<file path="config.mk">
export PLATFORM = sky130hd
export DESIGN_NAME = spin_lattice_energy_magnetization
export DESIGN_NICKNAME = d
export VERILOG_FILES = /design/src/hdl/slm_pkg.sv /design/src/hdl/slm_cell.sv /design/src/hdl/slm_chain.sv /design/src/hdl/spin_lattice_energy_magnetization.sv
export VERILOG_INCLUDE_DIRS = /design/src /design/src/hdl
export SDC_FILE = /design/constraint.sdc
export NUM_CORES = 1
export LEC_CHECK = 0
export ABC_AREA = 1
export BUFFER_PORTS_ARGS = -buffer_cell sky130_fd_sc_hd__buf_2
export CORE_MARGIN = 1.5
export CORE_UTILIZATION = 38
export CTS_CLUSTER_SIZE = 25
export DETAILED_ROUTE_END_ITERATION = 12
export PLACE_DENSITY = 0.63
export SYNTH_ARGS = -nofsm -noshare
export SYNTH_HDL_FRONTEND = slang
export SYNTH_HIERARCHICAL = 1
export SYNTH_SLANG_ARGS = --single-unit
</file>
<file path="constraint.sdc">
create_clock -name clk_i -period 7.1 [get_ports clk_i]
set_input_delay 0.355 -clock clk_i [delete_from_list [all_inputs] [get_ports clk_i]]
set_output_delay 0.355 -clock clk_i [all_outputs]
set_load 0.02 [all_outputs]
</file>
<file path="src/hdl/assert_macros.svh">
// Assertion macros for the spin lattice block.
// Used by the top level; expects clk_i and rst_ni in scope.
`ifndef ASSERT_MACROS_SVH
`define ASSERT_MACROS_SVH

// Check that a condition holds at every clock edge out of reset
`define SLM_ASSERT(lbl, prop, msg) \
  lbl: assert property (@(posedge clk_i) disable iff (!rst_ni) (prop)) else $error(msg);

// Check that a trigger implies a condition in the next cycle
`define SLM_ASSERT_NEXT(lbl, trig, cond, msg) \
  lbl: assert property (@(posedge clk_i) disable iff (!rst_ni) (trig) |=> (cond)) \
    else $error(msg);

`endif

</file>
<file path="src/hdl/slm_pkg.sv">
// Package for the spin lattice energy and magnetization block.
// Lattice sizes, field widths, line buffer types and helper functions; no dependencies.
`default_nettype none

package slm_pkg;

  // Lattice size, both powers of two
  localparam int ROWS = 64;
  localparam int COLS = 64;
  localparam int ROW_W = (ROWS > 1) ? $clog2(ROWS) : 1;
  localparam int COL_W = (COLS > 1) ? $clog2(COLS) : 1;
  localparam int LOG_SITES = $clog2(ROWS * COLS);

  // Field widths
  localparam int COUPLING_W = 16;
  localparam int BOND_W = 15;
  localparam int ENERGY_W = 30;
  localparam int NET_W = 14;
  localparam int MAG_W = 16;
  localparam int FRAC_BITS = 14;
  localparam int PROD_W = COUPLING_W + BOND_W;
  localparam int MAG_FULL_W = NET_W + FRAC_BITS;

  localparam logic signed [COUPLING_W-1:0] COUPLING_RESET = 16'sd256;

  // Shift control for the line buffer chain
  typedef struct packed {
    logic en;
    logic load_first;
    logic spin;
  } slm_shift_t;

  // Bits held by one cell: previous row and first row
  typedef struct packed {
    logic row_bit;
    logic first_bit;
  } slm_tap_t;

  // Product of two spins coded as bits: +1 when alike, -1 when not
  function automatic logic signed [1:0] pair_product(input logic a, input logic b);
    return (a == b) ? 2'sd1 : -2'sd1;
  endfunction

endpackage

`default_nettype wire

</file>
<file path="src/hdl/slm_cell.sv">
// One column cell of the line buffer chain.
// Holds the previous row spin and the first row spin; uses slm_pkg.
`default_nettype none

module slm_cell (
  input  wire logic              clk_i,
  input  wire logic              rst_ni,
  input  wire logic              en_i,
  input  slm_pkg::slm_tap_t      tap_i,
  output slm_pkg::slm_tap_t      tap_o
);

  slm_pkg::slm_tap_t tap_q;

  // Advance both bits on every accepted spin
  always_ff @(posedge clk_i or negedge rst_ni) begin
    if (!rst_ni) begin
      tap_q <= '0;
    end else if (en_i) begin
      tap_q <= tap_i;
    end
  end

  assign tap_o = tap_q;

endmodule

`default_nettype wire

</file>
<file path="src/hdl/slm_chain.sv">
// Chain of COLS cells acting as the previous row and first row line buffers.
// Uses slm_pkg and slm_cell; the tail cell gives the spins of the current column.
`default_nettype none

module slm_chain (
  input  wire logic              clk_i,
  input  wire logic              rst_ni,
  input  slm_pkg::slm_shift_t    shift_i,
  output slm_pkg::slm_tap_t      tail_o
);

  slm_pkg::slm_tap_t taps [slm_pkg::COLS];
  slm_pkg::slm_tap_t head;

  // Feed the head: new spin for the row line, load or recirculate the first row line
  always_comb begin
    head.row_bit   = shift_i.spin;
    head.first_bit = shift_i.load_first ? shift_i.spin : taps[slm_pkg::COLS-1].first_bit;
  end

  for (genvar i = 0; i < slm_pkg::COLS; i++) begin : g_cell
    slm_pkg::slm_tap_t cell_in;
    if (i == 0) begin : g_head
      assign cell_in = head;
    end else begin : g_body
      assign cell_in = taps[i-1];
    end
    slm_cell u_cell (
      .clk_i (clk_i),
      .rst_ni(rst_ni),
      .en_i  (shift_i.en),
      .tap_i (cell_in),
      .tap_o (taps[i])
    );
  end

  assign tail_o = taps[slm_pkg::COLS-1];

endmodule

`default_nettype wire

</file>
<file path="src/hdl/spin_lattice_energy_magnetization.sv">
// Top level: 2D periodic lattice bond sum, energy, net spin and magnetization.
// Uses slm_pkg, slm_chain (and slm_cell below it) and assert_macros.svh.
//
//  channel | direction | handshake                 | payload
//  --------+-----------+---------------------------+-----------------------------------
//  cfg     | in        | cfg_valid_i / cfg_ready_o | cfg_data_i (coupling, Q8.8)
//  in      | in        | in_valid_i / in_ready_o   | spin_up_i
//  out     | out       | out_valid_o / out_ready_i | bond_sum_o, energy_o, net_spin_o,
//          |           |                           | magnetization_o
//
// One spin is taken per cycle while in_ready_o is high; each one shifts the chain.
// After its last spin a frame result goes through stage A, which holds the sums,
// then through the coupling multiply into the output register.
// Reset clears the chain, counters and sums; coupling resets to 1.0.
// in_ready_o drops only on a last spin while an earlier result still waits.
`default_nettype none
`include "assert_macros.svh"

module spin_lattice_energy_magnetization (
  input  wire logic                                  clk_i,
  input  wire logic                                  rst_ni,
  input  wire logic                                  cfg_valid_i,
  output logic                                       cfg_ready_o,
  input  wire logic signed [slm_pkg::COUPLING_W-1:0] cfg_data_i,
  input  wire logic                                  in_valid_i,
  output logic                                       in_ready_o,
  input  wire logic                                  spin_up_i,
  output logic                                       out_valid_o,
  input  wire logic                                  out_ready_i,
  output logic signed [slm_pkg::BOND_W-1:0]          bond_sum_o,
  output logic signed [slm_pkg::ENERGY_W-1:0]        energy_o,
  output logic signed [slm_pkg::NET_W-1:0]           net_spin_o,
  output logic signed [slm_pkg::MAG_W-1:0]           magnetization_o
);

  logic signed [slm_pkg::COUPLING_W-1:0] coupling_q;
  logic [slm_pkg::COL_W-1:0]             col_q;
  logic [slm_pkg::ROW_W-1:0]             row_q;
  logic                                  prev_spin_q;
  logic                                  first_spin_q;
  logic signed [slm_pkg::BOND_W-1:0]     bond_acc_q, bond_acc_d;
  logic signed [slm_pkg::NET_W-1:0]      spin_acc_q, spin_acc_d;
  logic                                  a_valid_q;
  logic signed [slm_pkg::BOND_W-1:0]     a_bond_q;
  logic signed [slm_pkg::NET_W-1:0]      a_net_q;
  logic                                  out_valid_q;
  logic signed [slm_pkg::BOND_W-1:0]     bond_q;
  logic signed [slm_pkg::ENERGY_W-1:0]   energy_q, energy_d;
  logic signed [slm_pkg::NET_W-1:0]      net_q;
  logic signed [slm_pkg::MAG_W-1:0]      mag_q, mag_d;

  logic                  in_fire;
  logic                  a_move;
  logic                  col_first, col_last, row_first, row_last, last_site;
  logic signed [3:0]     delta;
  slm_pkg::slm_shift_t   shift;
  slm_pkg::slm_tap_t     tail;
  logic signed [slm_pkg::PROD_W-1:0]     prod;
  logic signed [slm_pkg::MAG_FULL_W-1:0] mag_full;
  logic                  frame_clear;
  logic                  held_back;

  // Coupling register, always ready
  assign cfg_ready_o = 1'b1;
  always_ff @(posedge clk_i or negedge rst_ni) begin
    if (!rst_ni) begin
      coupling_q <= slm_pkg::COUPLING_RESET;
    end else if (cfg_valid_i) begin
      coupling_q <= cfg_data_i;
    end
  end

  // Position in the frame
  assign col_first = (col_q == '0);
  assign col_last  = (col_q == slm_pkg::COL_W'(slm_pkg::COLS - 1));
  assign row_first = (row_q == '0);
  assign row_last  = (row_q == slm_pkg::ROW_W'(slm_pkg::ROWS - 1));
  assign last_site = col_last && row_last;

  // Result handoff and input stall
  assign a_move     = a_valid_q && (!out_valid_q || out_ready_i);
  assign in_ready_o = !(last_site && a_valid_q && !a_move);
  assign in_fire    = in_valid_i && in_ready_o;

  // Drive the line buffer chain
  always_comb begin
    shift.en         = in_fire;
    shift.load_first = row_first;
    shift.spin       = spin_up_i;
  end

  slm_chain u_chain (
    .clk_i  (clk_i),
    .rst_ni (rst_ni),
    .shift_i(shift),
    .tail_o (tail)
  );

  // Bond contribution of this site: left, up, row wrap and column wrap
  always_comb begin
    delta = 4'sd0;
    if (!col_first) delta = delta + 4'(slm_pkg::pair_product(spin_up_i, prev_spin_q));
    if (!row_first) delta = delta + 4'(slm_pkg::pair_product(spin_up_i, tail.row_bit));
    if (col_last)   delta = delta + 4'(slm_pkg::pair_product(spin_up_i, first_spin_q));
    if (row_last)   delta = delta + 4'(slm_pkg::pair_product(spin_up_i, tail.first_bit));
    bond_acc_d = bond_acc_q + {{(slm_pkg::BOND_W-4){delta[3]}}, delta};
    spin_acc_d = spin_up_i ? spin_acc_q + slm_pkg::NET_W'(1) : spin_acc_q - slm_pkg::NET_W'(1);
  end

  // Advance counters and sums; hand the frame totals to stage A
  always_ff @(posedge clk_i or negedge rst_ni) begin
    if (!rst_ni) begin
      col_q        <= '0;
      row_q        <= '0;
      prev_spin_q  <= 1'b0;
      first_spin_q <= 1'b0;
      bond_acc_q   <= '0;
      spin_acc_q   <= '0;
      a_valid_q    <= 1'b0;
    end else begin
      if (a_move) begin
        a_valid_q <= 1'b0;
      end
      if (in_fire) begin
        prev_spin_q <= spin_up_i;
        if (col_first) begin
          first_spin_q <= spin_up_i;
        end
        col_q <= col_q + slm_pkg::COL_W'(1);
        if (col_last) begin
          row_q <= row_q + slm_pkg::ROW_W'(1);
        end
        if (last_site) begin
          bond_acc_q <= '0;
          spin_acc_q <= '0;
          a_valid_q  <= 1'b1;
        end else begin
          bond_acc_q <= bond_acc_d;
          spin_acc_q <= spin_acc_d;
        end
      end
    end
  end

  // Hold frame totals in stage A
  always_ff @(posedge clk_i) begin
    if (in_fire && last_site) begin
      a_bond_q <= bond_acc_d;
      a_net_q  <= spin_acc_d;
    end
  end

  // Energy and magnetization from stage A
  always_comb begin
    prod     = slm_pkg::PROD_W'(coupling_q) * slm_pkg::PROD_W'(a_bond_q);
    energy_d = slm_pkg::ENERGY_W'(-prod);
    mag_full = {a_net_q, {slm_pkg::FRAC_BITS{1'b0}}};
    mag_d    = slm_pkg::MAG_W'(mag_full >>> slm_pkg::LOG_SITES);
  end

  // Output register
  always_ff @(posedge clk_i or negedge rst_ni) begin
    if (!rst_ni) begin
      out_valid_q <= 1'b0;
    end else if (a_move) begin
      out_valid_q <= 1'b1;
    end else if (out_ready_i) begin
      out_valid_q <= 1'b0;
    end
  end

  always_ff @(posedge clk_i) begin
    if (a_move) begin
      bond_q   <= a_bond_q;
      energy_q <= energy_d;
      net_q    <= a_net_q;
      mag_q    <= mag_d;
    end
  end

  assign out_valid_o     = out_valid_q;
  assign bond_sum_o      = bond_q;
  assign energy_o        = energy_q;
  assign net_spin_o      = net_q;
  assign magnetization_o = mag_q;

  // Checks
  assign frame_clear = (col_q == '0) && (row_q == '0) && (bond_acc_q == '0) &&
                       (spin_acc_q == '0);
  assign held_back   = a_valid_q && last_site && out_valid_q;

  `SLM_ASSERT_NEXT(a_last_site_loads, in_fire && last_site, a_valid_q, "frame totals not loaded")
  `SLM_ASSERT_NEXT(a_frame_restart, in_fire && last_site, frame_clear, "frame did not restart")
  `SLM_ASSERT(a_stall_cause, !in_ready_o |-> held_back, "input stalled without a waiting result")

endmodule

`default_nettype wire
</file>
== After elaboration in Yosys (flattened, before gate mapping) ==
Cells that the tools add are included.
Operators by class
  mux-type cells: 17
  reductions and logical operators: 15
  $add $sub $neg: 9
  equal/unequal tests: 6
  multipliers: 1
Operator list (number)
  multiplier 16 x 15 -> 30 bit: 1
  negator 30 bit: 1
  2-to-1 mux 14 bit: 2
  2-to-1 mux 4 bit: 4
  adder 15 bit: 1
  2-to-1 mux 15 bit: 1
  adder 14 x 2 -> 14 bit (second input constant): 1
  subtractor 14 x 2 -> 14 bit (second input constant): 1
  adder 4 x 2 -> 4 bit: 3
  adder 6 x 1 -> 6 bit (second input constant): 2
  equality test 6 bit (second input constant): 2
  zero test 6 bit: 2
  2-to-1 mux 2 bit: 4
  logical AND 1 bit: 6
  2-to-1 mux 1 bit: 6
  equality test 1 bit: 4
  AND reduction 2 bit: 2
  zero test 1 bit: 3
  nonzero test 2 bit: 1
  logical OR 1 bit: 1
Storage, ports and cells
  logic and storage cells: 189
  output and inout port bits: 78
  input bits: 22
  flip-flop bits (word level): 276

== Logic depth before layout (Yosys ltp) ==
  depth after elaboration: 11
  mapped depth: 32

== By module ==
The synthesis kept the hierarchy.
Modules (own cells, without submodules)
  spin_lattice_energy_magnetization: cells each 1770, instances 1, area each 16425.8 um2, sequential area each 4170.2 um2
  slm_cell: cells each 9, instances 64, area each 76.3 um2, sequential area each 50.0 um2
  slm_chain: cells each 4, instances 1, area each 15.0 um2, sequential area each 0.0 um2

== Least setup slack after synthesis ==
OpenSTA, ideal clock, no wires.
  path type: register -> register
  start: reg a_bond_q[5] (netlist name)
  end: reg energy_q, in the netlist energy_o[29], data pin
  arrival: 5.471 ns
  setup time: 0.264 ns
  cell stages (with the launch flop): 18
  slack: 1.366 ns
  clock period less this slack: 5.734 ns
  buffers on the path: 2
  cells stage by stage: edfxtp_1 -> clkbuf_1 -> clkbuf_1 -> nand2_1 -> fa_1 -> fa_1 -> inv_1 -> fa_1 -> fa_1 -> fa_1 -> fa_1 -> inv_1 -> ha_1 -> a21oi_1 -> o21ai_0 -> a221o_1 -> a31oi_1 -> xor2_1
On the way
  word-level cells in the longest chain between the ends: 2
Ends and longest elaborated chain
  start, declared: line spin_lattice_energy_magnetization.sv:44  | logic signed [slm_pkg::BOND_W-1:0] a_bond_q;
  start signal, assigned: line spin_lattice_energy_magnetization.sv:148  | a_bond_q <= bond_acc_d;
  multiplier 16 x 15 -> 30 bit: line spin_lattice_energy_magnetization.sv:155  | prod = slm_pkg::PROD_W'(coupling_q) * slm_pkg::PROD_W'(a_bond_q);
  negator 30 bit: line spin_lattice_energy_magnetization.sv:156  | energy_d = slm_pkg::ENERGY_W'(-prod);
  net energy_d, one bit: line spin_lattice_energy_magnetization.sv:48  | logic signed [slm_pkg::ENERGY_W-1:0] energy_q, energy_d;
  end signal, assigned: line spin_lattice_energy_magnetization.sv:175  | energy_q <= energy_d;
  end, declared: line spin_lattice_energy_magnetization.sv:48
The timed path passes the listed nets, and every way through them passes these cells.
A chain may end at the register's enable or synchronous reset.

== Worst setup path in the final report ==
  start: reg a_bond_q[1] (netlist name)
  end: reg energy_q, in the netlist energy_o[20], data pin
Same word-level chain as after synthesis.

==> metrics <==
status finished clean; Routed Antenna Nets 0; crit path time final roughly 6.3 ns; Via Count roughly 15000; R2R Setup Slk approximately 0.83 ns; io pins 100; Tcrit/Tclk final 0.883; Port Buf Inserts 96; setup TNS 0 ns; final RePlAce weighted congestion ~0.92; Mapped Area 21300 um2; Post-CTS Setup Bufs 0; H-tree depth 2; Initial Util 0.386; max_slew headroom 0.342; Reg2Reg Depth 17; largest net degree at the start of global routing between 100 and 150; CTS sink count 277; share of post-route cells with drive strength above 1 0.0869; Critical Path RT ~7.4 ns; Reg clk slew, reported paths 0.06 ns; synth warn 6; HPWL after DPL between 30000 and 40000 um; synth-to-layout area growth 11.5%; initial antenna violation count 1; Die Area between 50000 and 60000 um2; post-synthesis sequential area ratio 0.346; GRT Overall Usage 0.165; Post-CTS Hold Fix Bufs 1; RSZ-0062 raised after global routing false; cell mode on critical path fa_1; Cell Rows 86; fill count ~5400; Max Fclk 160 MHz; synthesized instance count 2350; Worst EP arrival around 6.6 ns; CP Capture Type flop; critical path's slowest cell edfxtp_1; post-route worst setup slack about 0.83 ns; CP Class reg -> reg; DP Area approximately 23000 um2; Netlist cell types 42; vias in the first global route about 15000; number of flops mapped to enable cells by yosys a little under 90; TritonCTS clock tree done; WL final ~46000 um; worst-margin pin slew slightly below 1 ns; total iterations of the first detailed-routing run 5; worst-skew pair later-pin latency around 0.56 ns; max-slew violation count 0; total of max-cap violations 0; Final nets about 2800; Synth Register Bits 277; Vias per Instance 4.64; Die W between 200 and 250 um; clock skew 0.0148 ns; FF-to-FF End energy_o[20]$_DFFE_PP_; slowest stage delay, CP slightly below 0.8 ns; fin area 23800 um2; final count of hold timing violations 0; CTS Buf Count 35; syn_area_per_cell a little over 9 um2; Final setup viols 0; WP buf/inv 4; Ant. Diodes 0; Critical Path End energy_o[20]$_DFFE_PP_; critical-path maximum fanout 17; CTS Root Cell clkbuf_16; First DRT Iteration DRCs between 1000 and 1500; crit start category flop; Worst Setup SP a_bond_q[1]$_DFFE_PP_; deepest clock path buffer count 3; Resize count post-CTS 0; Levels on crit path 17; cell family with the largest share of critical-path delay adder cells; Synth Flop Type dfrtp_1; drt drc 0; total gr overflow 0; first-pass GRT wire length roughly 76000 um; pre-CTS WS roughly 0.87 ns; crit path cell chain nand2_1, inv_1, fa_1, inv_1, fa_1, fa_1, fa_1, fa_1, inv_1, fa_1, inv_1, ha_1, nand2_1, nor4_1, nand4_1, nand3_1, xor2_1; Die Y roughly 240 um; HP Class in -> reg; Core Region roughly 55000 um2; WL/cell ~14 um; Async S/R FF share, synth 0.682; RR Startpoint a_bond_q[1]$_DFFE_PP_
## area by class of cell
type	count	area, um2	area share
Inverter	544	2040	0.0860
Timing Repair Buffer	108	582	0.0245
Clock inverter	21	284	0.0119
Multi-Input combinational cell	1460	11600	0.487
Clock buffer	42	963	0.0405
Sequential cell	277	7370	0.310
Tap cell	748	936	0.0394
## stage by stage
step	hold WS, ns	std cells	utilization
6_report	0.0323	3200	0.430
5_1_grt	0.0253	3200	0.430
4_1_cts	0.00623	3200	0.430
3_5_place_dp	0.407	3136	0.407
3_3_place_gp	0.393	3136	0.407
2_1_floorplan	0.0594	2351	-
## cell usage after synthesis (all sizes together), types with 2 or more instances
master / n / area [um2]
fa: 243 / 4860
o21ai: 52 / 268
buf: 23 / 160
dfrtp: 188 / 4700
nor2: 47 / 201
o211ai: 2 / 15.0
conb: 2 / 7.51
xnor2: 27 / 236
a21o: 4 / 30.0
o21bai: 6 / 45.0
nand4: 7 / 43.8
clkbuf: 47 / 176
ha: 128 / 1600
nor3: 8 / 45.0
a22o: 18 / 158
nand3: 33 / 203
a21oi: 54 / 270
edfxtp: 88 / 2640
a31oi: 6 / 37.5
nand2: 738 / 2780
inv: 544 / 2040
and2: 2 / 12.5
mux2: 16 / 180
xor2: 56 / 490
o31ai: 2 / 15.0
nor4: 3 / 18.8
## cells by family (layout without fill, tap and decap cells)
group,after synthesis,count (layout),share of synthesized area
AOI/OAI and AO/OA,149,149,0.0415
other,2,3,0.000352
DFF,277,277,0.346
and+or+nand+nor,838,838,0.155
adders and majority gates,371,371,0.303
buffers and inverters,614,715,0.112
xor gates and xnor gates,83,83,0.0341
muxes,16,16,0.00845
## layout by cell type, fill, tap and decap left out, drive strengths merged, types with 3 or more instances in the layout
cell type and count:
a21o 4, nand3 33, a31oi 6, clkbuf 43, bufinv 4, clkinv 6, ha 128, o21ai 52
xnor2 27, fa 243, a22o 18, buf 106, edfxtp 88, xor2 56, clkinvlp 5, o21bai 6
nor2 47, nand2 738, mux2 16, nor3 8, nor4 3, conb 3, a21oi 54, inv 550
nand4 7, dfrtp 188
## worst min-delay path by stage
| stage | startpoint | endpoint | depth (start not counted) |
|---|---|---|---|
| after floorplan | rst_ni | a_valid_q$_DFF_PN0_ | 0 |
| after global placement | rst_ni | u_chain/g_cell[20].u_cell/tap_o[1]$_DFFE_PN0P_ | 1 |
| after detailed placement | rst_ni | u_chain/g_cell[20].u_cell/tap_o[0]$_DFFE_PN0P_ | 1 |
| after CTS | cfg_data_i[15] | coupling_q[15]$_DFFE_PN0P_ | 2 |
| after global routing | cfg_data_i[15] | coupling_q[15]$_DFFE_PN0P_ | 2 |
| final | cfg_data_i[15] | coupling_q[15]$_DFFE_PN0P_ | 2 |
## registers in the layout, indices dropped and copies added (netlist names), 6 cells and up
register	cells
a_bond_q	15
a_net_q	14
bond_acc_q	15
bond_sum_o	15
col_q	6
coupling_q	16
energy_o	30
net_spin_o	14
row_q	6
spin_acc_q	14
u_chain/g_cell.u_cell/tap_o	128
## metal layers
| layer | vias to the layer above | track usage | wire length (um) |
|---|---|---|---|
| met5 | - | 0 | 8 |
| met4 | 2 | 0.0503 | 1060 |
| met3 | 67 | 0.0347 | 2960 |
| met2 | 381 | 0.275 | 21400 |
| met1 | 7250 | 0.216 | 20300 |
| li1 | 7136 | - | - |
Power is not shown: default switching activity piles up to over one toggle a cycle in this logic, so the estimate is an artifact.
